## src/rtl/tgarle_pkg.sv

```systemverilog
`timescale 1ns / 1ps

package tgarle_pkg;

  localparam int DIM_BITS = 16;
  localparam int CFG_W    = 16;
  localparam int Q_DEPTH  = 2;
  localparam int Q_AW     = $clog2(Q_DEPTH);

  localparam logic [1:0] FMT_GRAY = 2'd0;
  localparam logic [1:0] FMT_BGR  = 2'd1;

  localparam logic [1:0] REG_FORMAT = 2'd0;
  localparam logic [1:0] REG_RLE    = 2'd1;
  localparam logic [1:0] REG_WIDTH  = 2'd2;
  localparam logic [1:0] REG_HEIGHT = 2'd3;

  localparam logic [7:0] RUN_BASE = 8'd127;

  typedef struct packed {
    logic [7:0] data_byte;
    logic       frame_start;
  } in_data_t;

  typedef struct packed {
    logic [31:0] first_pixel;
    logic [31:0] second_pixel;
    logic [1:0]  pixel_count;
    logic        first_ends_row;
    logic        second_ends_row;
    logic        image_done;
    logic        last_of_run;
  } out_data_t;

  typedef struct packed {
    logic [1:0]          pixel_format;
    logic                run_length_coded;
    logic [DIM_BITS-1:0] image_width;
    logic [DIM_BITS-1:0] image_height;
  } cfg_t;

  // One entry per queued beat: clear of position state, pixel and repeat count.
  typedef struct packed {
    logic        clear;
    logic [31:0] pix;
    logic [7:0]  count;
  } job_t;

  typedef enum logic {
    BK_IDLE,
    BK_EMIT
  } back_state_t;

endpackage

```

## src/rtl/tgarle_front.sv

```systemverilog
`timescale 1ns / 1ps

module tgarle_front (
  input  logic                 clk,
  input  logic                 rst_n,
  input  logic                 in_valid,
  output logic                 in_ready,
  input  tgarle_pkg::in_data_t in_data,
  input  tgarle_pkg::cfg_t     cfg,
  input  logic                 q_full,
  output logic                 q_push,
  output tgarle_pkg::job_t     q_job
);
  import tgarle_pkg::*;

  logic        hdr_wait_r, hdr_wait_nxt;
  logic [7:0]  rem_r, rem_nxt;
  logic        rpt_r, rpt_nxt;
  logic [31:0] coll_r, coll_nxt;
  logic [1:0]  bip_r, bip_nxt;

  logic        accept;
  logic        hdr_wait_c, rpt_c;
  logic [7:0]  rem_c, b;
  logic [31:0] coll_c, c_new, pix;
  logic [1:0]  bip_c, need_m1;
  logic        formed;
  job_t        job;

  assign in_ready = !q_full;
  assign accept   = in_valid && in_ready;
  assign b        = in_data.data_byte;

  // frame_start wipes the decode state before this beat is used
  assign hdr_wait_c = in_data.frame_start ? 1'b1  : hdr_wait_r;
  assign rem_c      = in_data.frame_start ? 8'd0  : rem_r;
  assign rpt_c      = in_data.frame_start ? 1'b0  : rpt_r;
  assign coll_c     = in_data.frame_start ? 32'd0 : coll_r;
  assign bip_c      = in_data.frame_start ? 2'd0  : bip_r;

  always_comb begin
    case (cfg.pixel_format)
      FMT_GRAY: need_m1 = 2'd0;
      FMT_BGR:  need_m1 = 2'd2;
      default:  need_m1 = 2'd3;
    endcase
  end

  assign c_new  = coll_c | (32'(b) << {bip_c, 3'b000});
  assign formed = bip_c >= need_m1;

  always_comb begin
    if (cfg.pixel_format == FMT_GRAY) begin
      pix = {24'd0, c_new[7:0]};
    end else if (cfg.pixel_format == FMT_BGR) begin
      pix = {8'd0, c_new[7:0], c_new[15:8], c_new[23:16]};
    end else begin
      pix = {c_new[31:24], c_new[7:0], c_new[15:8], c_new[23:16]};
    end
  end

  always_comb begin
    hdr_wait_nxt = hdr_wait_c;
    rem_nxt      = rem_c;
    rpt_nxt      = rpt_c;
    coll_nxt     = coll_c;
    bip_nxt      = bip_c;
    job.clear    = in_data.frame_start;
    job.pix      = pix;
    job.count    = 8'd0;
    if (!cfg.run_length_coded || !hdr_wait_c) begin
      if (formed) begin
        coll_nxt = 32'd0;
        bip_nxt  = 2'd0;
      end else begin
        coll_nxt = c_new;
        bip_nxt  = bip_c + 2'd1;
      end
    end
    if (!cfg.run_length_coded) begin
      if (formed) job.count = 8'd1;
    end else if (hdr_wait_c) begin
      if (b > RUN_BASE) begin
        rpt_nxt = 1'b1;
        rem_nxt = b - RUN_BASE;
      end else begin
        rpt_nxt = 1'b0;
        rem_nxt = b + 8'd1;
      end
      hdr_wait_nxt = 1'b0;
      coll_nxt     = 32'd0;
      bip_nxt      = 2'd0;
    end else if (formed) begin
      if (rpt_c) begin
        job.count    = rem_c;
        rem_nxt      = 8'd0;
        hdr_wait_nxt = 1'b1;
      end else begin
        job.count = 8'd1;
        rem_nxt   = rem_c - 8'd1;
        if (rem_c == 8'd1) hdr_wait_nxt = 1'b1;
      end
    end
  end

  // beats that change nothing downstream are not queued
  assign q_push = accept && (in_data.frame_start || job.count != 8'd0);
  assign q_job  = job;

  always_ff @(posedge clk) begin
    if (!rst_n) begin
      hdr_wait_r <= 1'b1;
      rem_r      <= 8'd0;
      rpt_r      <= 1'b0;
      coll_r     <= 32'd0;
      bip_r      <= 2'd0;
    end else if (accept) begin
      hdr_wait_r <= hdr_wait_nxt;
      rem_r      <= rem_nxt;
      rpt_r      <= rpt_nxt;
      coll_r     <= coll_nxt;
      bip_r      <= bip_nxt;
    end
  end

endmodule

```

## src/rtl/tgarle_queue.sv

```systemverilog
`timescale 1ns / 1ps

module tgarle_queue (
  input  logic             clk,
  input  logic             rst_n,
  input  logic             push,
  input  tgarle_pkg::job_t push_job,
  output logic             full,
  input  logic             pop,
  output tgarle_pkg::job_t pop_job,
  output logic             empty
);
  import tgarle_pkg::*;

  job_t            slot_r [Q_DEPTH];
  logic [Q_AW-1:0] wr_ptr_r, rd_ptr_r;
  logic [Q_AW:0]   cnt_r;

  assign full    = cnt_r == (Q_AW+1)'(Q_DEPTH);
  assign empty   = cnt_r == '0;
  assign pop_job = slot_r[rd_ptr_r];

  // depth is a power of two, so pointers wrap on their own
  always_ff @(posedge clk) begin
    if (!rst_n) begin
      wr_ptr_r <= '0;
      rd_ptr_r <= '0;
      cnt_r    <= '0;
    end else begin
      if (push && !full) wr_ptr_r <= wr_ptr_r + 1'b1;
      if (pop && !empty) rd_ptr_r <= rd_ptr_r + 1'b1;
      if ((push && !full) && !(pop && !empty)) begin
        cnt_r <= cnt_r + 1'b1;
      end else if (!(push && !full) && (pop && !empty)) begin
        cnt_r <= cnt_r - 1'b1;
      end
    end
  end

  always_ff @(posedge clk) begin
    if (push && !full) slot_r[wr_ptr_r] <= push_job;
  end

endmodule

```

## src/rtl/tgarle_back.sv

```systemverilog
`timescale 1ns / 1ps

module tgarle_back (
  input  logic                  clk,
  input  logic                  rst_n,
  input  tgarle_pkg::cfg_t      cfg,
  input  logic                  q_empty,
  input  tgarle_pkg::job_t      q_job,
  output logic                  q_pop,
  output logic                  out_valid,
  input  logic                  out_ready,
  output tgarle_pkg::out_data_t out_data
);
  import tgarle_pkg::*;

  typedef struct packed {
    logic [DIM_BITS-1:0] col;
    logic [DIM_BITS-1:0] row;
    logic                ends_row;
    logic                done;
  } pos_t;

  function automatic pos_t step_pos(input logic [DIM_BITS-1:0] col,
                                    input logic [DIM_BITS-1:0] row,
                                    input logic [DIM_BITS-1:0] wid,
                                    input logic [DIM_BITS-1:0] hgt);
    pos_t p;
    p.ends_row = ((DIM_BITS+1)'(col) + 1'b1) >= (DIM_BITS+1)'(wid);
    p.col      = p.ends_row ? '0 : col + 1'b1;
    p.row      = p.ends_row ? row + 1'b1 : row;
    p.done     = p.ends_row && (p.row >= hgt || p.row == '0);
    return p;
  endfunction

  back_state_t         state_r, state_nxt;
  logic [31:0]         pix_r, pix_nxt;
  logic [7:0]          rem_r, rem_nxt, rem_after;
  logic [DIM_BITS-1:0] col_r, col_nxt, row_r, row_nxt;
  logic                done_r, done_nxt;
  logic                out_valid_r, out_valid_nxt;
  out_data_t           out_data_r, out_data_nxt;

  logic slot_free, two, finish, done_eff;
  pos_t p1, p2;

  assign slot_free = !out_valid_r || out_ready;
  assign q_pop     = (state_r == BK_IDLE) && !q_empty;
  assign done_eff  = q_job.clear ? 1'b0 : done_r;

  assign p1        = step_pos(col_r, row_r, cfg.image_width, cfg.image_height);
  assign p2        = step_pos(p1.col, p1.row, cfg.image_width, cfg.image_height);
  assign two       = (rem_r > 8'd1) && !p1.done;
  assign rem_after = rem_r - (two ? 8'd2 : 8'd1);
  assign finish    = p1.done || (two && p2.done) || rem_after == 8'd0;

  always_comb begin
    state_nxt = state_r;
    case (state_r)
      BK_IDLE: begin
        if (q_pop && q_job.count != 8'd0 && !done_eff) state_nxt = BK_EMIT;
      end
      BK_EMIT: begin
        if (slot_free && finish) state_nxt = BK_IDLE;
      end
      default: state_nxt = BK_IDLE;
    endcase
  end

  always_comb begin
    pix_nxt       = pix_r;
    rem_nxt       = rem_r;
    col_nxt       = col_r;
    row_nxt       = row_r;
    done_nxt      = done_r;
    out_valid_nxt = out_valid_r && !out_ready;
    out_data_nxt  = out_data_r;
    case (state_r)
      BK_IDLE: begin
        if (q_pop) begin
          pix_nxt = q_job.pix;
          rem_nxt = q_job.count;
          if (q_job.clear) begin
            col_nxt  = '0;
            row_nxt  = '0;
            done_nxt = 1'b0;
          end
        end
      end
      BK_EMIT: begin
        if (slot_free) begin
          rem_nxt  = rem_after;
          col_nxt  = two ? p2.col : p1.col;
          row_nxt  = two ? p2.row : p1.row;
          done_nxt = p1.done || (two && p2.done);
          out_valid_nxt                = 1'b1;
          out_data_nxt.first_pixel     = pix_r;
          out_data_nxt.second_pixel    = two ? pix_r : 32'd0;
          out_data_nxt.pixel_count     = two ? 2'd2 : 2'd1;
          out_data_nxt.first_ends_row  = p1.ends_row;
          out_data_nxt.second_ends_row = two && p2.ends_row;
          out_data_nxt.image_done      = p1.done || (two && p2.done);
          out_data_nxt.last_of_run     = finish;
        end
      end
      default: ;
    endcase
  end

  always_ff @(posedge clk) begin
    if (!rst_n) begin
      state_r     <= BK_IDLE;
      col_r       <= '0;
      row_r       <= '0;
      done_r      <= 1'b0;
      out_valid_r <= 1'b0;
    end else begin
      state_r     <= state_nxt;
      col_r       <= col_nxt;
      row_r       <= row_nxt;
      done_r      <= done_nxt;
      out_valid_r <= out_valid_nxt;
    end
  end

  always_ff @(posedge clk) begin
    pix_r      <= pix_nxt;
    rem_r      <= rem_nxt;
    out_data_r <= out_data_nxt;
  end

  assign out_valid = out_valid_r;
  assign out_data  = out_data_r;

  a_count_legal: assert property (@(posedge clk) disable iff (!rst_n)
    out_valid_r |-> (out_data_r.pixel_count == 2'd1 || out_data_r.pixel_count == 2'd2))
    else $error("result with bad pixel count");

  a_done_ends_beat: assert property (@(posedge clk) disable iff (!rst_n)
    (out_valid_r && out_data_r.image_done) |-> out_data_r.last_of_run)
    else $error("image end not flagged as last result of its beat");

  a_single_clean: assert property (@(posedge clk) disable iff (!rst_n)
    (out_valid_r && out_data_r.pixel_count == 2'd1) |->
      (out_data_r.second_pixel == 32'd0 && !out_data_r.second_ends_row))
    else $error("absent second pixel carries data");

  a_emit_has_work: assert property (@(posedge clk) disable iff (!rst_n)
    (state_r == BK_EMIT) |-> (rem_r != 8'd0 && !done_r))
    else $error("emitting with no pixels left or image complete");

  a_done_goes_idle: assert property (@(posedge clk) disable iff (!rst_n)
    (state_r == BK_EMIT && slot_free && out_data_nxt.image_done) |=> state_r == BK_IDLE)
    else $error("run continues past image end");

endmodule

```

## src/rtl/tga_rle_pixel_decoder.sv

```systemverilog
`timescale 1ns / 1ps

// TGA pixel-data decoder: takes the byte stream after header, ID and color map,
// one byte per beat, in gray8, BGR24 or BGRA32, raw or run-length coded, and
// gives RGB(A) pixels up to two per result with row-end and image-end marks.
// Decoding stops at the configured height; a beat with frame_start restarts it.
// The front end takes one byte per cycle while its two-entry queue has room;
// header bytes and bytes that do not finish a pixel produce no result and are
// not queued, unless they carry frame_start. A beat that completes a pixel is
// written into the queue; the back end, while idle, takes it off into its pixel
// and count registers, then gives results of up to two pixels from a result
// register until the run is spent or the image ends, and only then takes the
// next beat off the queue. Once the queue fills, input stalls until the back
// end frees a slot. A stalled result holds the back end in place. Configuration
// is to be written only while the block is idle; the block does not enforce it.
module tga_rle_pixel_decoder (
  input  logic                             clk,
  input  logic                             rst_n,
  input  logic                             in_valid,
  output logic                             in_ready,
  input  tgarle_pkg::in_data_t             in_data,
  output logic                             out_valid,
  input  logic                             out_ready,
  output tgarle_pkg::out_data_t            out_data,
  input  logic                             cfg_we,
  input  logic [1:0]                       cfg_index,
  input  logic [tgarle_pkg::CFG_W-1:0]     cfg_data
);
  import tgarle_pkg::*;

  cfg_t cfg_r;
  logic q_push, q_full, q_pop, q_empty;
  job_t push_job, pop_job;

  always_ff @(posedge clk) begin
    if (!rst_n) begin
      cfg_r.pixel_format     <= FMT_BGR;
      cfg_r.run_length_coded <= 1'b1;
      cfg_r.image_width      <= DIM_BITS'(1);
      cfg_r.image_height     <= DIM_BITS'(1);
    end else if (cfg_we) begin
      case (cfg_index)
        REG_FORMAT: cfg_r.pixel_format     <= cfg_data[1:0];
        REG_RLE:    cfg_r.run_length_coded <= cfg_data[0];
        REG_WIDTH:  cfg_r.image_width      <= cfg_data[DIM_BITS-1:0];
        REG_HEIGHT: cfg_r.image_height     <= cfg_data[DIM_BITS-1:0];
        default: ;
      endcase
    end
  end

  tgarle_front u_front (
    .clk      (clk),
    .rst_n    (rst_n),
    .in_valid (in_valid),
    .in_ready (in_ready),
    .in_data  (in_data),
    .cfg      (cfg_r),
    .q_full   (q_full),
    .q_push   (q_push),
    .q_job    (push_job)
  );

  tgarle_queue u_queue (
    .clk      (clk),
    .rst_n    (rst_n),
    .push     (q_push),
    .push_job (push_job),
    .full     (q_full),
    .pop      (q_pop),
    .pop_job  (pop_job),
    .empty    (q_empty)
  );

  tgarle_back u_back (
    .clk       (clk),
    .rst_n     (rst_n),
    .cfg       (cfg_r),
    .q_empty   (q_empty),
    .q_job     (pop_job),
    .q_pop     (q_pop),
    .out_valid (out_valid),
    .out_ready (out_ready),
    .out_data  (out_data)
  );

endmodule

```

## config.mk

```make
export PLATFORM = sky130hd
export DESIGN_NAME = tga_rle_pixel_decoder
export DESIGN_NICKNAME = d
export VERILOG_FILES = /design/src/rtl/tgarle_pkg.sv /design/src/rtl/tgarle_front.sv /design/src/rtl/tgarle_queue.sv /design/src/rtl/tgarle_back.sv /design/src/rtl/tga_rle_pixel_decoder.sv
export SDC_FILE = /design/constraint.sdc
export NUM_CORES = 1
export LEC_CHECK = 0
export BUFFER_PORTS_ARGS = -buffer_cell sky130_fd_sc_hd__clkbuf_2
export CAP_MARGIN = 20
export CELL_PAD_IN_SITES_DETAIL_PLACEMENT = 0
export CELL_PAD_IN_SITES_GLOBAL_PLACEMENT = 1
export CORE_ASPECT_RATIO = 0.75
export CORE_MARGIN = 4
export CORE_UTILIZATION = 40
export DETAILED_ROUTE_END_ITERATION = 10
export GPL_TIMING_DRIVEN = 0
export PLACE_DENSITY = 0.71
export SKIP_CTS_REPAIR_TIMING = 1
export SLEW_MARGIN = 40
export SYNTH_ARGS = -nofsm -noshare
export SYNTH_HDL_FRONTEND = slang
export SYNTH_SLANG_ARGS = --single-unit
```

## constraint.sdc

```tcl
create_clock -name clk -period 16.2 [get_ports clk]
set_input_delay 2.43 -clock clk [delete_from_list [all_inputs] [get_ports clk]]
set_output_delay 2.43 -clock clk [all_outputs]
set_load 0.005 [all_outputs]
```

# Word level (Yosys, flattened, before mapping)

Memories as Yosys holds them, arrays and structs flattened. A register that Yosys moved wholly into a read port is not among the register bits.
Index checks and enable logic that the tools add are counted.

Word-level logic and storage cells: 177
Bits in writable memories: 82
Register bits after elaboration: 228
Memories kept: 1

Reductions and logical operators: 50
$lt $le $gt $ge: 7
Add/sub/neg operators: 15
Multiplexer cells: 66
Shifts and indexed selects: 1
Equality and inequality tests: 9
Bitwise operators: 2

Memories:

| name           | words | width | rd ports | clocked after Yosys merged registers in | write ports | RTL line           | RTL |
|---|---|---|---|---|---|---|---|
| u_queue.slot_r | 2     | 41    | 1        | 1                                       | 1           | tgarle_queue.sv:15 | `job_t slot_r [Q_DEPTH];` |

Operators with widths:

| cell                                                           | count |
|---|---|
| two-way mux 32 bit                                             | 7 |
| two-way mux 16 bit                                             | 10 |
| two-way mux 8 bit                                              | 12 |
| adder 16 x 1 -> 16 bit (second input constant)                 | 4 |
| case mux 16 bit (2 select lines)                               | 2 |
| adder 16 x 1 -> 17 bit (second input constant)                 | 2 |
| >= comparator 17 x 16 -> 1 bit                                 | 2 |
| >= comparator 16 bit                                           | 2 |
| zero test 16 bit                                               | 2 |
| bitwise OR 32 bit                                              | 1 |
| << shifter 8 x 5 -> 32 bit                                     | 1 |
| two-way mux 1 bit                                              | 22 |
| two-way mux 2 bit                                              | 9 |
| logical AND 1 bit                                              | 16 |
| case mux 8 bit (2 select lines)                                | 1 |
| nonzero test 8 bit                                             | 2 |
| AND reduction 2 bit                                            | 7 |
| zero test 1 bit                                                | 10 |
| adder 8 x 1 -> 8 bit (second input constant)                   | 1 |
| equality test 8 x 1 -> 1 bit (second input constant)           | 1 |
| greater-than comparator 8 x 1 -> 1 bit (second input constant) | 1 |
| greater-than comparator 8 x 7 -> 1 bit (second input constant) | 1 |
| zero test 8 bit                                                | 1 |
| subtractor 8 x 1 -> 8 bit (second input constant)              | 1 |
| 17 further kinds                                               | 32 |

# Logic depth before layout (Yosys ltp)

Gate-level depths: netlist of run 1.

Word-level depth: 15
Gate-level depth with buffers: 47
Gate-level depth less buffers: 42

# Cells and area by module

A second synthesis of run 1 with hierarchy kept.

Cell total of the unflattened synthesis: 1,592
Area, all modules: 16,474.6 um^2

Modules (own cells, without submodules):

| module                | sequential area each (um^2) | area an instance (um^2) | cells each | instances |
|---|---|---|---|---|
| tgarle_back           | 4,003.8                     | 9,155.0                 | 942        | 1 |
| tgarle_queue          | 2,562.5                     | 3,183.1                 | 153        | 1 |
| tgarle_front          | 880.8                       | 2,776.4                 | 362        | 1 |
| tga_rle_pixel_decoder | 700.7                       | 1,360.1                 | 135        | 1 |

# Least setup slack after synthesis of run 1

Ideal clock, no wire load.

Path type: register to register
Start: reg u_back.col_r[1]
End: reg u_back.out_data_r, in the netlist u_back.out_data[0], data pin
Cell stages (with the launch flop): 42
Slack: 8,010 ps
Library setup time: 266 ps
Period minus slack after synthesis: 8,190 ps
Data arrival time: 7,924 ps
Buffers on the path: 3
Path through: dfxtp_1 -> ha_1 -> nand3_2 -> nor3_4 -> nand3_1 -> xor2_1 -> inv_1 -> ha_1 -> a21o_1 -> a21oi_1 -> nand4_2 -> buf_6 -> nor2_4 -> clkinv_4 -> clkbuf_1 -> clkbuf_1 -> nor2_1 -> ha_1 -> [6 not listed] -> nor2_1 -> ha_1 -> nand4_1 -> o211ai_1 -> a21oi_1 -> a21oi_1 -> nor2_1 -> nor3_2 -> nand4_1 -> xnor2_1 -> ha_1 -> a21o_1 -> a21o_1 -> a21oi_1 -> o21ai_0 -> a31oi_1 -> o311ai_0 -> or3_1

RTL lines:

| element                  | RTL line           | RTL |
|---|---|---|
| start: declaration       | tgarle_back.sv:38  | `logic [DIM_BITS-1:0] col_r, col_nxt, row_r, row_nxt;` |
| start signal: assignment | tgarle_back.sv:118 | `col_r <= col_nxt;` |
| end signal: assignment   | tgarle_back.sv:128 | `out_data_r <= out_data_nxt;` |
| end: declaration         | tgarle_back.sv:41  | `out_data_t out_data_r, out_data_nxt;` |

==> run metrics, run 1 <==
worst skew pair latency=0.53 ns; Worst Min Path Start=u_back.pix_r[6]; MaxCap Viol Count=0; clock-pin transition on the worst setup and hold timing paths=0.06 ns; pin count of the biggest net entering global routing=63; part of the total power dissipated in combinational logic=0.318; die boundary width=240 um; TritonRoute pass-1 iters=6; height of the chip=182 um; setup total negative slack=0 ns; routed vias/inst=5.38; HPWL after detailed placement=32500 um; leading register cell type out of synthesis=edfxtp_1; Max clock buf depth=3; Worst VDD drop=0.0880 mV; CTS Sinks=311; proportion of netlist area held by the largest area contributor=0.358; part of the power in the clock network=0.284; Post-synth top cells=192 x edfxtp_1, 152 x nand2_1, 119 x dfxtp_1; #FFs+latches synth=311; startpoint-to-endpoint class of the critical path=reg -> reg; maximum clock frequency=93.2 MHz; unrepaired setup endpoints after global routing=false; combined area of the multi-input logic cells=0.00731 mm2; asr flop ratio synth=0; max-slew violation count=0; Required @ worst endpoint=16.45 ns; Net count, final=1810; row cnt=63; Wirelength per Cell=19.3 um; DRT iter0 DRCs=1041; net load switching power=0.953 mW; area added between synthesis and finish=15.0%; final worst path period share=0.662; Post-Place Worst Slack=5.63 ns; input/output buffers=97; number of fill cells=3729; startpoint of the worst register-to-register path=u_back.col_r[1]; Slowest-stage cell, CP=a21oi_1; run status=finished clean; CP max stage delay=0.55 ns; cell taking the most area after synthesis=edfxtp_1; Setup-failing EPs final=0; wire length of the first global-routing pass=67700 um; area enclosed by the die boundary=0.0435 mm2; max-slew headroom at the worst pin=0.410; Post-Syn Instances=1562; final hold vios=0; flop-to-flop setup slack=5.47 ns; antenna violations before repair=1; worst hold path type=reg -> reg; remaining antenna violation count=0; warning count from the yosys run=0; kind of start point of the critical path=register; slew at the pin with the worst max-slew slack=0.886 ns; Clock H-tree levels=2; share of cells above drive strength 1=0.140; Worst path most repeated cell=ha_1; power density cells=150 mW/mm2; part of the total power dissipated in sequential elements=0.398; arrival time of data at the critical path endpoint=10.99 ns; Tot GR Track Use=0.198; via count=12100; largest fanout of any net on the critical path=10; core footprint=0.0396 mm2; Starting Density=0.406; root buf cell=clkbuf_16; crit path capture type=register; DRC violation count after routing=0; overall power after layout=2.78 mW; share of the yosys chip area belonging to registers=0.506; EDFF count, synth=192; internal power=1.82 mW; IO Count=104; count of unique library cells instantiated by Yosys=77; total grt overflow=0; number of global-route vias before repair=11600; cell types with the largest area share after synthesis=edfxtp_1 36%, dfxtp_1 15%, ha_1 6.0%; CTS tree=yes; Pleak=6.96 nW; post-synthesis cell area=0.0161 mm2; storage element area=0.00815 mm2; worst setup slack after layout=5.47 ns; placer congestion estimate=0.846; worst setup path start=u_back.col_r[1]; net switching fraction of the power=0.343; worst clock skew on the final layout=0.0220 ns; syn_area_per_cell=10.3 um2; DRT Wirelength=43500 um; CTS buffer count=34; number of nets produced by synthesis=1672; fin crit period=10.73 ns; library cell with the highest instance count after synthesis=edfxtp_1
-- worst max-delay path, delay by kind of cell, from the launching register on --
kind | cells | cell delay [ns]
fa+ha+maj | 5 | 1.57
compound gates | 10 | 2.37
xor+xnor | 3 | 0.56
buf+inv | 5 | 1.31
flops | 1 | 0.47
simple gates | 19 | 4.16
-- through the flow --
step | instances | hold slack, ns | util | instance area (um2)
2_1_floorplan | 1562 | 0.417 | - | 16100
3_3_place_gp | 2179 | 0.425 | 0.435 | 17200
3_5_place_dp | 2184 | 0.425 | 0.439 | 17400
4_1_cts | 2246 | 0.431 | 0.467 | 18500
5_1_grt | 2247 | 0.440 | 0.467 | 18500
6_report | 2247 | 0.428 | 0.467 | 18500
-- cell type report --
| type | count | area share |
|---|---|---|
| Timing Repair Buffer | 102 | 0.0323 |
| Inverter | 77 | 0.0162 |
| Tap cell | 520 | 0.0351 |
| Sequential cell | 311 | 0.440 |
| Antenna cell | 1 | 0.000135 |
| Buffer | 92 | 0.0208 |
| Clock inverter | 13 | 0.00885 |
| Multi-Input combinational cell | 1082 | 0.395 |
| Clock buffer | 49 | 0.0517 |
-- registers in the layout, indices dropped and copies added (netlist names), 2 cells and up, named ones only --
register and flops:
u_queue.slot_r 82, u_back.out_data 70, cfg_r 35, u_back.pix_r 32, u_front.coll_r 32, u_back.col_r 16
u_back.row_r 16, u_back.rem_r 8, u_front.rem_r 8, u_front.bip_r 2, u_queue.cnt_r 2
-- cell usage in the layout (no fill, tap or decap), types with 34 or more instances in the layout --
cell and n:
clkbuf_16 34, nand2_1 152, clkbuf_1 80, nor2_1 102, xnor2_1 52, a21boi_0 35, dfxtp_1 119, nor2b_1 58
a21oi_1 74, and2_1 63, o21ai_0 60, nand3_1 38, clkbuf_2 97, edfxtp_1 192, inv_1 73, ha_1 77
-- power by group through the flow --
stage | sequential, mW | clock (mW) | combinational (mW)
global route | 1.12 | 0.841 | 0.975
CTS | 1.11 | 0.809 | 0.888
global placement | 1.12 | 0 | 0.863
floorplan | 1.11 | 0 | 0.548
detailed placement | 1.12 | 0 | 0.881
finish | 1.10 | 0.790 | 0.883
-- per-layer routing --
metal  track usage  wire, um  part of all wire  vias to the layer above
li1              -         -                 -                     5862
met1         0.324     22700              0.52                     5811
met2         0.270     17300              0.40                      360
met3        0.0345      2670             0.062                       46
met4        0.0441       815             0.019                        0
met5             0         0                 0                        -
-- final timing paths --
check / to / depth (start not counted)
max: u_back.out_data[0] / 42
min: u_back.out_data[44] / 0
max reg2reg: u_back.out_data[0] / 42
min reg2reg: u_back.out_data[44] / 0
-- logic make-up after synthesis --
group                    count (synthesis)  synth area share
AND/OR/NAND/NOR                        549             0.178
AO/OA/AOI/OAI                          322             0.134
flip-flops                             311             0.506
buffers and inverters                  169            0.0421
XOR/XNOR                                85            0.0462
adder cells (fa/ha/maj)                 78            0.0611
multiplexers                            48            0.0324
No activity file was read; power rests on OpenSTA's default activity.
==> run 2: changes to the inputs <==
==> constraint.sdc (replaced) <==
create_clock -name clk -period 10.5 [get_ports clk]
set_input_delay 1.575 -clock clk [delete_from_list [all_inputs] [get_ports clk]]
set_output_delay 1.575 -clock clk [all_outputs]
set_load 0.005 [all_outputs]
==> run 2 against run 1 <==
Net effect: global-route usage unchanged; critical endpoint unchanged; critical path depth grew 1; via count fell by 0.57%; fmax rose by 9.5%; largest power group unchanged.
==> run metrics, run 2 (synthesized netlist as in run 1, its figures left out) <==
row cnt=63 (unchanged); run status=finished clean; share of cells above drive strength 1=0.143 (+0.00248); CTS buffer count=34 (unchanged); pin count of the biggest net entering global routing=63 (unchanged); final worst path period share=0.933 (+0.271); worst clock skew on the final layout=0.0197 ns (-0.00225 ns); highest-count cells in the layout ignoring fill and taps=192 x edfxtp_1, 152 x nand2_1, 119 x dfxtp_1; max-slew violation count=0 (unchanged); Pleak=6.97 nW (about the same); wire length of the first global-routing pass=67700 um (unchanged); Wirelength per Cell=19.3 um (-0.37%); worst setup slack after layout=0.701 ns (-4.77 ns); final hold vios=0 (unchanged); Required @ worst endpoint=10.76 ns (-5.69 ns); CTS Sinks=311 (unchanged); arrival time of data at the critical path endpoint=10.06 ns (-0.93 ns); DRT iter0 DRCs=1073 (+3.1%); DRT Wirelength=43300 um (-0.46%); maximum clock frequency=102 MHz (+9.5%); net switching fraction of the power=0.342 (-0.00136); met2 GRT Util=0.270 (unchanged); worst r2r dst=u_back.out_data[0]; HPWL after detailed placement=32500 um (unchanged); flop-to-flop setup slack=0.70 ns (-4.77 ns); kind of start point of the critical path=register; worst setup path start=u_back.col_r[1]; power density cells=231 mW/mm2 (+54%); unrepaired setup endpoints after global routing=false; area added between synthesis and finish=15.1% (about the same); register with the most flip-flops=u_queue.slot_r; fin crit period=9.80 ns (-0.932 ns); die boundary width=240 um (unchanged); Net count, final=1808 (-0.11%); part of the total power dissipated in combinational logic=0.317 (about the same); Setup-failing EPs final=0 (unchanged); area enclosed by the die boundary=0.0435 mm2 (unchanged); most common cell after layout, fill and taps aside=edfxtp_1; startpoint of the worst register-to-register path=u_back.col_r[1]; slew at the pin with the worst max-slew slack=0.820 ns (-0.0659 ns); total grt overflow=0 (unchanged); worst hold path type=reg -> reg; placer congestion estimate=0.846 (unchanged); CTS tree=yes; root buf cell=clkbuf_16; via count=12000 (-0.57%); crit path capture type=register; critical path endpoint=u_back.out_data[0]; core footprint=0.0396 mm2 (unchanged); clock-pin transition on the worst setup and hold timing paths=0.06 ns (about the same); Max clock buf depth=3 (unchanged); input/output buffers=97 (unchanged); MaxCap Viol Count=0 (unchanged); flip-flop count of the largest register, all copies and words added=82 (unchanged); Tot GR Track Use=0.198 (unchanged); Slowest-stage cell, CP=dfxtp_1; Clock H-tree levels=2 (unchanged); part of the total power dissipated in sequential elements=0.398 (about the same); height of the chip=182 um (unchanged); largest fanout of any net on the critical path=10 (unchanged); Starting Density=0.406 (unchanged); net load switching power=1.46 mW (+53%); number of fill cells=3726 (-0.080%); met3 usage in global routing=0.0345 (unchanged); Worst VDD drop=0.133 mV (+51%); DRC violation count after routing=0 (unchanged); worst skew pair latency=0.53 ns (about the same); routed vias/inst=5.35 (-0.48%); highest-utilization routing layer at the global route stage=met1; Post-Place Worst Slack=-0.0683 ns (-5.70 ns); GR Layer Usage met1=0.324 (unchanged); startpoint-to-endpoint class of the critical path=reg -> reg; Worst Hold Slack=0.431 ns (+0.00261 ns); max-slew headroom at the worst pin=0.450 (+0.0400); TritonRoute pass-1 iters=5 (-1); remaining antenna violation count=0 (unchanged); internal power=2.82 mW (+54%); number of global-route vias before repair=11600 (unchanged); IO Count=104 (unchanged); worst reg-to-reg path cell count=43 (+2.4%); CP max stage delay=0.48 ns (-0.07 ns); part of the power in the clock network=0.285 (about the same); setup total negative slack=0 ns (unchanged); antenna violations before repair=1 (unchanged)
## run 2: cell types whose count changed in the layout (fill, tap and decap cells not counted), sizes merged
cell / before / now
buf: 26 / 27
clkbuf: 217 / 214
clkinv: 10 / 9
inv: 76 / 77
## run 2: final cells by class
type	count	area, um2	share of cell area
clock buffer	49	957	0.0517
sequential	311	8150	0.440
antenna	1	2.50	0.000135
buffer	90	378	0.0204
inverter	77	303	0.0163
tap	520	651	0.0351
timing repair buffer	102	598	0.0323
multi-input combinational	1082	7320	0.395
clock inverter	13	164	0.00885
## run 2: worst min-delay path by stage
stage                     start                   to  slack (ns)  depth (start not counted)
2_1_floorplan   u_back.pix_r[0]  u_back.out_data[38]        0.42                          0
3_5_place_dp    u_back.pix_r[7]  u_back.out_data[45]        0.43                          0
3_3_place_gp   u_back.pix_r[24]  u_back.out_data[62]        0.42                          0
6_report        u_back.pix_r[6]  u_back.out_data[44]        0.43                          0
4_1_cts         u_back.pix_r[6]  u_back.out_data[44]        0.43                          0
5_1_grt         u_back.pix_r[6]  u_back.out_data[44]        0.44                          0
## run 2: critical path: cells and delay by family, from the launching register on
family / cells / cell delay, ns
and+or+nand+nor: 18 / 3.66
AOI/OAI and AO/OA: 14 / 2.65
adders and majority gates: 5 / 1.37
buffers and inverters: 4 / 0.98
DFF: 1 / 0.48
xor gates and xnor gates: 2 / 0.38
## run 2: metal layers
| metal | routed length, um | share of wire | up-vias |
|---|---|---|---|
| li1 | - | - | 5853 |
| met1 | 22500 | 0.52 | 5783 |
| met2 | 17200 | 0.40 | 326 |
| met3 | 2660 | 0.061 | 48 |
| met4 | 826 | 0.019 | 0 |
| met5 | 0 | 0 | - |
## run 2: power groups by stage
stage | clock network (mW) | logic [mW] | registers, mW
finish | 1.22 | 1.35 | 1.70
global route | 1.30 | 1.51 | 1.73
CTS | 1.25 | 1.37 | 1.71
detailed placement | 0 | 1.36 | 1.73
global placement | 0 | 1.33 | 1.73
floorplan | 0 | 0.846 | 1.72
## run 2: metrics by stage
| step | std cells | util | cell area (um2) | total power, mW |
|---|---|---|---|---|
| after global routing | 2245 | 0.467 | 18500 | 4.53 |
| final | 2245 | 0.467 | 18500 | 4.28 |
| after global placement | 2179 | 0.435 | 17200 | 3.06 |
| after floorplan | 1562 | - | 16100 | 2.56 |
| after detailed placement | 2184 | 0.439 | 17400 | 3.09 |
| after CTS | 2246 | 0.467 | 18500 | 4.32 |
